**src/rtl/core/pna_pkg.sv**
```systemverilog
`default_nettype none
package pna_pkg;

  localparam int unsigned DATA_W = 32;
  localparam int unsigned SUM_W = 48;
  localparam int unsigned SCAN_W = 16;
  localparam int unsigned PCT_W = 14;
  localparam int unsigned DIVISOR_W = 16;
  localparam int unsigned BIT_IDX_W = 5;

  localparam logic [PCT_W-1:0] PCT_FULL = PCT_W'(10000);
  localparam logic [DIVISOR_W-1:0] PCT_SCALE = DIVISOR_W'(10000);

  localparam logic REG_PERCENTILE = 1'b0;
  localparam logic REG_SCANS = 1'b1;

endpackage
`default_nettype wire

```
**src/rtl/core/pna_divider.sv**
```systemverilog
`default_nettype none
module pna_divider import pna_pkg::*; (
  input  wire logic                 clk_i,
  input  wire logic                 rst_ni,
  input  wire logic                 start_i,
  input  wire logic [SUM_W-1:0]     dividend_i,
  input  wire logic [DIVISOR_W-1:0] divisor_i,
  output logic                      done_o,
  output logic [SUM_W-1:0]          quotient_o
);

  localparam int unsigned STEP_W = $clog2(SUM_W + 1);

  logic [SUM_W-1:0]     quo_q;
  logic [DIVISOR_W-1:0] rem_q;
  logic [DIVISOR_W-1:0] div_q;
  logic [STEP_W-1:0]    step_q;
  logic                 busy_q;
  logic                 done_q;
  logic [DIVISOR_W:0]   shifted;
  logic                 fits;

  assign shifted = {rem_q, quo_q[SUM_W-1]};
  assign fits = shifted >= {1'b0, div_q};

  always_ff @(posedge clk_i or negedge rst_ni) begin
    if (!rst_ni) begin
      busy_q <= 1'b0;
      done_q <= 1'b0;
      step_q <= '0;
    end else begin
      done_q <= 1'b0;
      if (start_i) begin
        busy_q <= 1'b1;
        step_q <= STEP_W'(SUM_W);
      end else if (busy_q) begin
        step_q <= step_q - 1'b1;
        if (step_q == STEP_W'(1)) begin
          busy_q <= 1'b0;
          done_q <= 1'b1;
        end
      end
    end
  end

  always_ff @(posedge clk_i) begin
    if (start_i) begin
      quo_q <= dividend_i;
      rem_q <= '0;
      div_q <= divisor_i;
    end else if (busy_q) begin
      rem_q <= fits ? DIVISOR_W'(shifted - {1'b0, div_q}) : shifted[DIVISOR_W-1:0];
      quo_q <= {quo_q[SUM_W-2:0], fits};
    end
  end

  assign done_o = done_q;
  assign quotient_o = quo_q;

endmodule
`default_nettype wire

```
**config.mk**
```make
export PLATFORM = sky130hd
export DESIGN_NAME = pna_divider
export DESIGN_NICKNAME = d
export VERILOG_FILES = /design/src/rtl/core/pna_pkg.sv /design/src/rtl/core/pna_divider.sv
export SDC_FILE = /design/constraint.sdc
export NUM_CORES = 1
export LEC_CHECK = 0
export BUFFER_PORTS_ARGS = -buffer_cell sky130_fd_sc_hd__buf_2
export CORE_MARGIN = 10
export CORE_UTILIZATION = 48
export CTS_BUF_LIST = sky130_fd_sc_hd__clkbuf_4 sky130_fd_sc_hd__clkbuf_8 sky130_fd_sc_hd__clkbuf_16
export DETAILED_ROUTE_END_ITERATION = 6
export PLACE_DENSITY = 0.77
export SYNTH_ARGS = -nofsm -noshare
export SYNTH_HDL_FRONTEND = slang
export SYNTH_SLANG_ARGS = --single-unit
```
**constraint.sdc**
```tcl
create_clock -name clk_i -period 2.36 [get_ports clk_i]
set_input_delay 0.118 -clock clk_i [delete_from_list [all_inputs] [get_ports clk_i]]
set_output_delay 0.118 -clock clk_i [all_outputs]
set_load 0.01 [all_outputs]
```
* Yosys cells after proc, flatten, opt, wreduce, memory -nomap -nowiden
Index checks and enable logic that the tools add are counted.
** Cells by class
- Reductions and logical operators :: 1
- Order comparisons :: 1
- Muxes and demuxes :: 11
- Add/subtract/negate cells :: 2
- Equal/unequal tests :: 1
** Operators with widths (number)
- two-way mux 48 bit :: 2
- >= comparator 17 x 16 -> 1 bit :: 1
- two-way mux 16 bit :: 1
- subtractor 16 bit :: 1
- two-way mux 6 bit :: 2
- == test 6 x 1 -> 1 bit (second input constant) :: 1
- two-way mux 1 bit :: 6
- subtractor 6 x 1 -> 6 bit (second input constant) :: 1
- nonzero test 2 bit :: 1
** Storage, ports and cells
- Input bits :: 67
- Register bits :: 88
- Word-level logic and storage cells :: 22
- Output and inout bits :: 49

* Longest topological paths before layout
Gate-level depths: netlist of run 1.
- Depth in word-level cells :: 4
- Mapped depth :: 10
- Gate-level depth less buffers :: 10

* Worst setup path before layout of run 1
OpenSTA, ideal clock, no wires.
- Path type :: reg2reg
- From :: register quo_q[47], in the netlist quotient_o[47]
- To :: register rem_q[10]
- Data required time :: 2.272 ns
- Clock period less this slack :: 2.405 ns
- Buffers on the path :: 0
- Setup slack :: -0.045 ns
- Setup time :: 0.088 ns
- Cell stages (with the launch flop) :: 10
- Data arrival time :: 2.317 ns
- Path through :: edfxtp_1 > inv_1 > ha_1 > fa_1 > nor2b_1 > o31ai_2 > a311oi_1 > o21ai_0 > a311o_1 > a311oi_2
** Between the ends
- Word-level cells in the longest chain between the ends :: 2
- Elaborated cells on any way between the ends :: 3
- Classes of those cells :: add/sub: 1; order compare: 1; mux: 1
** Ends and longest elaborated chain
- start: declaration :: RTL line pna_divider.sv:14 : logic [SUM_W-1:0] quo_q;
- start signal: assignment :: RTL line pna_divider.sv:48 : quo_q <= dividend_i;
- start signal: assignment :: RTL line pna_divider.sv:53 : quo_q <= {quo_q[SUM_W-2:0], fits};
- subtractor 16 bit or >= comparator 17 x 16 -> 1 bit (tied branches) :: RTL line pna_divider.sv:52, pna_divider.sv:24
- two-way mux 16 bit (*) :: RTL line pna_divider.sv:52 : rem_q <= fits ? DIVISOR_W'(shifted - {1'b0, div_q}) : shifted[DIVISOR_W-1:0];
- end signal: assignment :: RTL line pna_divider.sv:52
- end: declaration :: RTL line pna_divider.sv:15 : logic [DIVISOR_W-1:0] rem_q;
Every way passes the cells marked *; elsewhere a longest branch is shown, timed or not.
A chain may end at the register's enable or synchronous reset.

* Worst setup path in the final report of run 1
- From :: register div_q[0]
- To :: register rem_q[14]
** Between the ends
- Word-level cells in the longest chain between the ends :: 2
- Elaborated cells on any way between the ends :: 3
- Classes of those cells :: add/sub: 1; order compare: 1; mux: 1
** Ends and longest elaborated chain
- start: declaration :: RTL line pna_divider.sv:16 : logic [DIVISOR_W-1:0] div_q;
- start signal: assignment :: RTL line pna_divider.sv:50 : div_q <= divisor_i;
- subtractor 16 bit or >= comparator 17 x 16 -> 1 bit (tied branches) :: RTL line pna_divider.sv:52, pna_divider.sv:24
- two-way mux 16 bit (*) :: RTL line pna_divider.sv:52
Marks and branches as above.

==> results of run 1 <==
power breakdown:
part	internal [W]	leakage [nW]	switching, W
clock	0.000503	0.0998	0.000606
combinational	0.000362	1.66	0.000328
sequential	0.00180	0.891	0.0000790
total	0.00267	2.65	0.00101
state kept, by name, indices dropped and copies added (netlist names):
signal / cells
div_q: 16
quotient_o: 48
done_o: 1
step_q: 6
rem_q: 16
busy_q: 1
layer usage:
metal  part of all wire, %  GRT usage [%]
met1                    38           18.3
met2                    56           30.3
met3                   4.3           3.11
met4                   2.4           7.01
met5                     0              0
final cells by class:
class                   instances  area, um2  area share (%)
flip-flops and latches         88       2440            40.1
inverters                      27        101            1.66
well taps                     111        139            2.28
multi-input cells             231       2080            34.1
clock buffers                   9        124            2.03
repair buffers                178       1130            18.5
clock inverters                 7       78.8            1.29
cells in the final DEF, fill, tap and decap left out, drive strengths merged, types with 2 or more instances in the layout:
cell / n
a211oi: 12
edfxtp: 64
nor3: 2
nand2: 21
clkbuf: 9
nor2b: 3
nor4: 2
dlygate4sd3: 17
inv: 29
and3: 5
a311o: 4
nand4: 2
o22ai: 2
mux2i: 8
dfxtp: 16
o21ai: 13
dfrtp: 8
a21oi: 13
xnor2: 7
o31ai: 2
ha: 18
a31oi: 4
a311oi: 4
nand3: 6
a21o: 3
buf: 161
a32oi: 2
o21a: 4
mux2: 48
xor2: 6
nor2: 27
clkinv: 3
synth_stat cells, drive strengths merged (9+ instances only):
master  count  area, um2
edfxtp     64       1920
mux2       48        544
a21oi      13       65.1
nand2      21       86.3
clkbuf      9       33.8
a211oi     12       95.1
ha         18        225
inv        26       97.6
o21ai      13       76.3
nor2       27        101
dfxtp      16        320
path summary, 6_finish.rpt:
kind / end / depth (start not counted) / start / slack [ns]
max in group asynchronous: step_q[1]$_DFFE_PN0P_ / 2 / rst_ni / 2.08
worst max register to register: rem_q[14]$_SDFFE_PP0P_ / 10 / div_q[0]$_DFFE_PP_ / -0.12
worst max-delay path: rem_q[14]$_SDFFE_PP0P_ / 10 / div_q[0]$_DFFE_PP_ / -0.12
worst min register to register: rem_q[7]$_SDFFE_PP0P_ / 2 / rem_q[7]$_SDFFE_PP0P_ / 0.54
min in group asynchronous: step_q[2]$_DFFE_PN0P_ / 2 / rst_ni / 0.10
worst min-delay path: quotient_o[35]$_DFFE_PP_ / 2 / dividend_i[35] / 0.03
repair_timing:
action,in CTS,in global routing
setup endpoints to repair,13,17
endpoints found under the hold margin,24,0
hold buffers,17,0
resized for setup,5,34
pin swaps,11,21
setup buffers,8,9
metrics by stage:
step / TNS, ns / hold slack [ns] / instances / util (%)
finish: -0.518 / 0.0296 / 651 / 66.9
global placement: 0 / -0.0371 / 601 / 58.7
global route: -1.59 / 0.0283 / 651 / 66.9
detailed placement: -0.421 / -0.0323 / 601 / 58.7
floorplan: 0 / -0.178 / 358 / -
CTS: -0.202 / 0.0302 / 642 / 64.0
worst max-delay path, delay by kind of cell (launching register included):
kind	cells	cell delay, ns
AOI/OAI and AO/OA	4	0.68
and+or+nand+nor	3	0.66
DFF	1	0.44
adders and majority gates	1	0.30
buffers and inverters	2	0.29
logic make-up after synthesis:
kind of cell,after synthesis
flops,88
mux,56
buf+inv,39
simple gates,73
compound gates,70
fa+ha+maj,19
xor+xnor,13
==> flow_summary_export.csv, run 1 <==
group,metric,value,unit
logic_synthesis,synth_fa_ha_area_share,5.53,%
power,p_total,0.00368,W
timing,finalWorstSetupSlack,-0.117,ns
finish,nNetsFinal,621,
clock_network,cts_buffers,9,
floorplanning,coreArea,9110,um2
critical_path,cp.arrival,2.73,ns
global_route,overflow,0,
logic_synthesis,synthDistinctLibCells,52,
job,max_cap_viol_count,0,
floorplanning,io_pins,116,
floorplanning,row_count,35,
outcome,violations,"negative setup slack",
placement,gp_congestion,0.867,
min_path,hold_class,"primary input to flip-flop",
logic_synthesis,synth_top_family_by_area,"multiplexers",
logic_synthesis,synthCells,358,
routing,route.vias.total,3508,
critical_path,worst_setup_path_start_kind,"flip-flop",
power,p_leak,2.65,nW
global_route,grt_pass1_vias,3627,
routing,wl_per_cell,18.1,um
timing,fmax,0.404,GHz
timing,slew_violations,0,
placement,portBuffers,115,
logic_synthesis,syn_avg_cell_area,12.4,um2
routing,ant_nets,0,
placement,place_area,5350,um2
finish,antennaDiodeCount,0,
floorplanning,start_util,48.7,%
finish,fin_area,6090,um2
clock_network,htree_levels,3,
critical_path,cp_cell_sequence,"ha_4 -> nand4_1 -> or4_1 -> o211a_1 -> o21ai_4 -> nand2_4 -> buf_4 -> buf_4 -> a32oi_1 -> o21ai_1",
critical_path,critPathMaxStageDelay,0.47,ns
timing,hold_viol,0,
finish,n_fill_cell,673,
finish,drive_gt1_share,48.7,%
routing,drt_iter0_markers,234,
placement,dp_hpwl,8.28,mm
critical_path,cp.required,2.61,ns
logic_synthesis,synth-simple-area-share,7.82,%
logic_synthesis,syn_nets,444,
timing,finalSetupViolations,9,
power,p_per_area,604,nW/um2
timing,period_share,105,%
logic_synthesis,synth_area,4430,um2
clock_network,cts.sinks,88,
clock_network,cts_tree,"yes",
global_route,antenna_found_initial,0,
timing,period_minus_slack,2.48,ns
clock_network,clk_pin_slew,0.11,ns
outcome,status,"finished with violations",
critical_path,cp_slowest_cell,"or4_1",
logic_synthesis,synth_edf_count,64,
finish,area_growth,37.5,%
logic_synthesis,synthFlopType,"edfxtp_1",
logic_synthesis,ys_warn_count,0,
logic_synthesis,synthArstFlopShare,9.09,%
global_route,grt_max_degree,49,
logic_synthesis,ys_seq_area_share,55.1,%
critical_path,cpMostUsedCell,"buf_4",
critical_path,path_max_fanout,6,
global_route,grt_pass1_wl,17.8,mm
global_route,grt_use_total,16.6,%
clock_network,cts_root_buf,"clkbuf_8",
timing,finClkSkew,0.0146,ns
clock_network,clk_path_buf_depth,2,
routing,drt-total-wl,11.8,mm
floorplanning,dieHeight,116,um
critical_path,critPathKind,"flip-flop to flip-flop",
placement,dp_slack,-0.0886,ns
logic_synthesis,synth-xor-area-share,2.57,%
routing,drc,0,
routing,viasPerCell,5.39,
floorplanning,die-area,13500,um2
timing,tightest_slew,0.530,ns
routing,drt_pass1_iterations,4,
floorplanning,die_w,116,um
critical_path,cp-end-kind,"flip-flop",
timing,slew_headroom,64.4,%
timing,rsz0062_at_grt,"true",
logic_synthesis,synth_seq_cells,88,
power,vdd_drop_max,0.399,mV
logic_synthesis,synth_compound_area_share,11.5,%
logic_synthesis,muxShareOfSynthArea,14.1,%
clock_network,clk_latency,0.38,ns
No activity file was read; power rests on OpenSTA's default activity.
==> inputs of run 2 (changes only) <==
Settings changed: PLACE_DENSITY 0.77 to 0.76.
==> flow_summary_export.csv, run 2 (synthesis gave the netlist of run 1 again) <==
group,metric,value,unit
outcome,status,"finished with violations",
outcome,violations,"negative setup slack",
timing,hold_viol,0,
timing,rsz0062_at_grt,"true",
critical_path,critPathKind,"flip-flop to flip-flop",
min_path,hold_class,"primary input to flip-flop",
finish,regArea,2440,um2
routing,wl_per_cell,17.8,um
timing,tightest_slew,0.606,ns
timing,finalWorstSetupSlack,-0.131,ns
timing,finClkSkew,0.0108,ns
global_route,met1_usage,18.8,%
routing,route.vias.total,3509,
finish,nNetsFinal,615,
finish,stdcell_count,644,
clock_network,clk_latency,0.36,ns
finish,area_growth,35.7,%
timing,period_share,106,%
timing,slew_violations,0,
critical_path,ff2ff_path_depth,9,
floorplanning,die-area,13500,um2
critical_path,cp.arrival,2.76,ns
power,vdd_drop_max,0.331,mV
global_route,use_met2,29.1,%
routing,drt_iter0_markers,233,
clock_network,cts.sinks,88,
global_route,grt_busiest_layer,"met2",
floorplanning,dieHeight,116,um
global_route,grt_use_total,16.2,%
clock_network,cts_tree,"yes",
clock_network,clk_pin_slew,0.09,ns
clock_network,cts_buffers,9,
global_route,grt_max_degree,52,
job,max_cap_viol_count,0,
clock_network,clk_path_buf_depth,2,
clock_network,htree_levels,3,
finish,multi_input_area,2000,um2
global_route,overflow,0,
timing,finalSetupViolations,15,
routing,ant_nets,0,
clock_network,cts_root_buf,"clkbuf_8",
finish,drive_gt1_share,46.9,%
critical_path,cp.required,2.63,ns
routing,drc,0,
critical_path,cp-end-kind,"flip-flop",
power,p_per_area,636,nW/um2
placement,gp_congestion,0.915,
placement,placedCellCount,600,
global_route,antenna_found_initial,0,
routing,viasPerCell,5.45,
finish,largest_reg_flops,48,
timing,period_minus_slack,2.49,ns
routing,drt_pass1_iterations,6,
floorplanning,row_count,35,
finish,n_fill_cell,703,
floorplanning,die_w,116,um
global_route,grt_util_met3,3.36,%
global_route,grt_pass1_wl,17.6,mm
placement,portBuffers,115,
finish,final_common_cell,"buf_2",
placement,dp_slack,-0.0979,ns
power,p_leak,2.66,nW
floorplanning,coreArea,9110,um2
routing,drt-total-wl,11.5,mm
finish,final_cell_mix,"114 x buf_2, 64 x edfxtp_1, 47 x mux2_2, 36 x buf_4, 27 x nor2_1",
finish,antennaDiodeCount,0,
floorplanning,start_util,48.7,%
floorplanning,io_pins,116,
global_route,grt_pass1_vias,3652,
critical_path,path_max_fanout,6,
timing,slew_headroom,59.2,%
placement,dp_hpwl,8.14,mm
timing,fmax,0.401,GHz
min_path,min_path_cells,3,
critical_path,worst_setup_path_start_kind,"flip-flop",
-- run 2: cell type report --
cell class / instances / area share, %
multi-input combinational: 231 / 33.2
tap: 111 / 2.31
sequential: 88 / 40.6
clock inverter: 6 / 1.91
clock buffer: 9 / 2.06
inverter: 27 / 1.69
timing repair buffer: 172 / 18.2
-- run 2: stage by stage --
stage / hold slack (ns) / total power (W) / setup TNS (ns) / utilization, % / cell area [um2]
final: 0.0427 / 0.00383 / -0.749 / 66.0 / 6010
after floorplan: -0.178 / 0.00224 / 0 / - / 4430
after global placement: -0.0305 / 0.00248 / 0 / 58.8 / 5360
after CTS: 0.0291 / 0.00382 / -0.0743 / 64.7 / 5890
after detailed placement: -0.0336 / 0.00251 / -0.636 / 58.8 / 5360
after global routing: 0.0388 / 0.00398 / -2.02 / 66.0 / 6010
-- run 2: repair_timing --
action | 4_1_cts | 5_1_grt
resized for setup | 12 | 17
buffers inserted | 8 | 4
endpoints found under the setup margin | 14 | 17
hold endpoints to repair | 24 | 0
hold buffers | 17 | 0
pin swaps | 9 | 14
-- run 2: layer usage --
layer | part of all wire [%] | up-vias
met3 | 4.5 | 22
met4 | 2.2 | 0
met1 | 39 | 1714
met5 | 0 | -
li1 | - | 1680
met2 | 54 | 93
-- run 2: worst max-delay path, stage by stage, from the launching register on --
cell      delay, ns
edfxtp_1       0.33
inv_1          0.07
ha_4           0.27
nand4b_1       0.15
or4_1          0.54
o211a_1        0.24
o21ai_4        0.10
nand2_4        0.13
a311o_1        0.35
a311oi_2       0.22
-- run 2: path summary, 6_finish.rpt --
check	from	end	slack (ns)
max	div_q[13]$_DFFE_PP_	rem_q[10]$_SDFFE_PP0P_	-0.13
min	dividend_i[0]	quotient_o[0]$_DFFE_PP_	0.04
max reg2reg	div_q[13]$_DFFE_PP_	rem_q[10]$_SDFFE_PP0P_	-0.13
min reg2reg	rem_q[11]$_SDFFE_PP0P_	rem_q[11]$_SDFFE_PP0P_	0.51
max in group asynchronous	rst_ni	step_q[0]$_DFFE_PN0P_	2.07
min in group asynchronous	rst_ni	step_q[2]$_DFFE_PN0P_	0.12
-- run 2: power by group --
part	leakage (nW)	internal, W	switching, W
Clock	0.116	0.000705	0.000567
Sequential	0.891	0.00180	0.0000781
Combinational	1.65	0.000350	0.000321
Total	2.66	0.00286	0.000966
==> inputs of run 3 (changes only) <==
Settings changed: ABC_AREA set to 1, CORE_UTILIZATION 48 to 49.
==> flow_summary_export.csv, run 3 <==
group,metric,value,unit
placement,place_area,5470,um2
finish,fin_area,5960,um2
placement,gp_congestion,0.914,
power,p_per_area,917,nW/um2
min_path,hold_start,"dividend_i[14]",
power,clkPwrFrac,18.8,%
global_route,grt_pass1_vias,4386,
floorplanning,io_pins,116,
floorplanning,start_util,50.9,%
critical_path,rrSetupSlack,0.30,ns
power,pwr-share-seq,38.2,%
logic_synthesis,synthFlopType,"edfxtp_1",
global_route,grt_max_degree,57,
logic_synthesis,synth_seq_cells,88,
placement,dp_hpwl,9.24,mm
logic_synthesis,synth_commonest_cells,"257 x nand2_1, 71 x inv_1, 64 x edfxtp_1, 36 x nand3_1, 19 x nor2_1",
timing,hold_slack,0.0244,ns
finish,drive_gt1_share,21.8,%
floorplanning,dieHeight,118,um
clock_network,cts_setup_buffers,0,
logic_synthesis,synthCells,581,
logic_synthesis,syn_avg_cell_area,8.17,um2
critical_path,critPathKind,"flip-flop to flip-flop",
timing,fmax,0.486,GHz
timing,tns,0,ns
clock_network,hold_buffers,29,
clock_network,clk_path_buf_depth,2,
floorplanning,row_count,35,
finish,regArea,2440,um2
power,p_int,0.00326,W
critical_path,ff2ff_path_depth,11,
timing,slew_headroom,46.7,%
logic_synthesis,synth_edf_count,64,
placement,portBuffers,115,
critical_path,path_max_fanout,18,
timing,period_minus_slack,2.06,ns
routing,wl_per_cell,14.4,um
finish,largest_reg_flops,48,
logic_synthesis,synthArstFlopShare,9.09,%
clock_network,cts_root_buf,"clkbuf_8",
timing,hold_viol,0,
finish,final_common_cell,"nand2_1",
timing,slew_violations,0,
power,p_sw,0.00221,W
logic_synthesis,synth_area,4740,um2
power,switching_share,40.4,%
critical_path,worst_setup_path_start_kind,"flip-flop",
finish,antennaDiodeCount,0,
logic_synthesis,ys_warn_count,0,
routing,ant_nets,0,
power,power_frac_comb,43.0,%
routing,route.vias.total,4247,
logic_synthesis,synthDistinctLibCells,35,
global_route,overflow,0,
routing,drt_pass1_iterations,4,
timing,finClkSkew,0.0118,ns
logic_synthesis,ys_top_cells_by_area,"edfxtp_1 41%, nand2_1 20%, dfxtp_1 6.8%",
power,vdd_drop_max,0.426,mV
clock_network,cts_buffers,9,
logic_synthesis,yosys.area.top_type,"edfxtp_1",
critical_path,cp.arrival,2.28,ns
global_route,antenna_found_initial,1,
floorplanning,die-area,14000,um2
finish,final_cell_mix,"257 x nand2_1, 115 x buf_2, 71 x inv_1, 64 x edfxtp_1, 36 x nand3_1",
floorplanning,coreArea,9330,um2
routing,drc,0,
clock_network,cts_tree,"yes",
floorplanning,die_w,118,um
min_path,hold_class,"primary input to flip-flop",
finish,fin_util,63.8,%
logic_synthesis,synth_top_area_share,40.5,%
timing,tightest_slew,0.799,ns
min_path,min_path_cells,3,
global_route,grt_pass1_wl,21.1,mm
logic_synthesis,ys_seq_area_share,51.5,%
clock_network,clk_latency,0.36,ns
min_path,hold-path-endpoint,"quotient_o[14]$_DFFE_PP_",
clock_network,htree_levels,3,
timing,rsz0062_at_grt,"false",
critical_path,cp.required,2.58,ns
timing,finalSetupViolations,0,
finish,multi_input_area,1940,um2
critical_path,rr_endpoint,"rem_q[2]$_SDFFE_PP0P_",
outcome,status,"finished, final reports clean",
placement,placedCellCount,817,
clock_network,cts.sinks,88,
routing,drt-total-wl,12.4,mm
clock_network,post_cts_resized,0,
finish,n_fill_cell,798,
finish,stdcell_count,862,
logic_synthesis,syn_nets,667,
logic_synthesis,yosysMostFrequentCell,"nand2_1",
finish,area_growth,25.5,%
routing,viasPerCell,4.93,
clock_network,clk_pin_slew,0.10,ns
critical_path,reg2reg_from,"div_q[3]$_DFFE_PP_",
finish,nNetsFinal,814,
global_route,grt_use_total,18.0,%
job,max_cap_viol_count,0,
power,p_leak,3.13,nW
routing,drt_iter0_markers,215,
critical_path,cp-end-kind,"flip-flop",
timing,period_share,87.3,%
critical_path,critPathLaunch,"div_q[3]$_DFFE_PP_",
[run 3: cell types whose count changed after synthesis, moves of 8 or more]
cell and delta:
a211oi_1 -11, inv_1 +45, mux2_2 -47, mux2i_1 -8, nand2_1 +237, nand3_1 +31
nor2_1 -8
[run 3: layout make-up]
| type | count | share of cell area, % |
|---|---|---|
| clock inverters | 6 | 0.966 |
| repair buffers | 151 | 15.6 |
| clock buffers | 10 | 2.31 |
| flip-flops and latches | 88 | 41.0 |
| well taps | 129 | 2.71 |
| multi-input cells | 403 | 32.6 |
| inverters | 75 | 4.75 |
[run 3: routing by layer]
| metal | GRT usage [%] | up-vias | part of all wire, % |
|---|---|---|---|
| met3 | 7.14 | 21 | 10 |
| met1 | 20.3 | 1926 | 40 |
| met5 | 0 | - | 0.10 |
| met4 | 6.41 | 2 | 1.7 |
| met2 | 30.2 | 159 | 48 |
| li1 | - | 2139 | - |
[run 3: worst max-delay path by stage]
| stage | end | slack, ns |
|---|---|---|
| floorplan | rem_q[14]$_SDFFE_PP0P_ | 0.43 |
| global placement | rem_q[14]$_SDFFE_PP0P_ | 0.35 |
| detailed placement | rem_q[14]$_SDFFE_PP0P_ | 0.33 |
| CTS | rem_q[2]$_SDFFE_PP0P_ | 0.32 |
| global route | rem_q[2]$_SDFFE_PP0P_ | 0.09 |
| finish | rem_q[2]$_SDFFE_PP0P_ | 0.30 |
[run 3: kinds of logic (layout without fill, tap and decap cells)]
logic type	count (synthesis)	count (layout)	share of synthesized area [%]
xor gates and xnor gates	7	7	1.29
adders and majority gates	19	19	5.17
AOI/OAI and AO/OA	32	32	3.77
DFF	88	88	51.5
and+or+nand+nor	345	345	30.7
buffers and inverters	90	242	7.57
[run 3: power groups by stage]
stage	registers (W)	logic, W	clock network, W
floorplan	0.00211	0.00169	0
global placement	0.00211	0.00223	0
detailed placement	0.00211	0.00228	0
CTS	0.00209	0.00234	0.00106
global route	0.00212	0.00268	0.00112
finish	0.00209	0.00235	0.00103
[run 3: worst max-delay path, stage by stage, from the launching register on]
cell and delay [ns]:
edfxtp_1 0.35, inv_1 0.04, ha_1 0.34, nand2_1 0.12, nor2_1 0.16, nand3_1 0.14, nand3_2 0.13, nand2_4 0.16
nand2_4 0.24, nand2_1 0.08, nand3_1 0.08, o21ai_0 0.08
[run 3: through the flow]
| stage | total power [W] | setup slack (ns) |
|---|---|---|
| 6_report | 0.00546 | 0.301 |
| 5_1_grt | 0.00592 | 0.0860 |
| 4_1_cts | 0.00549 | 0.319 |
| 3_5_place_dp | 0.00439 | 0.330 |
| 3_3_place_gp | 0.00433 | 0.354 |
| 2_1_floorplan | 0.00381 | 0.426 |
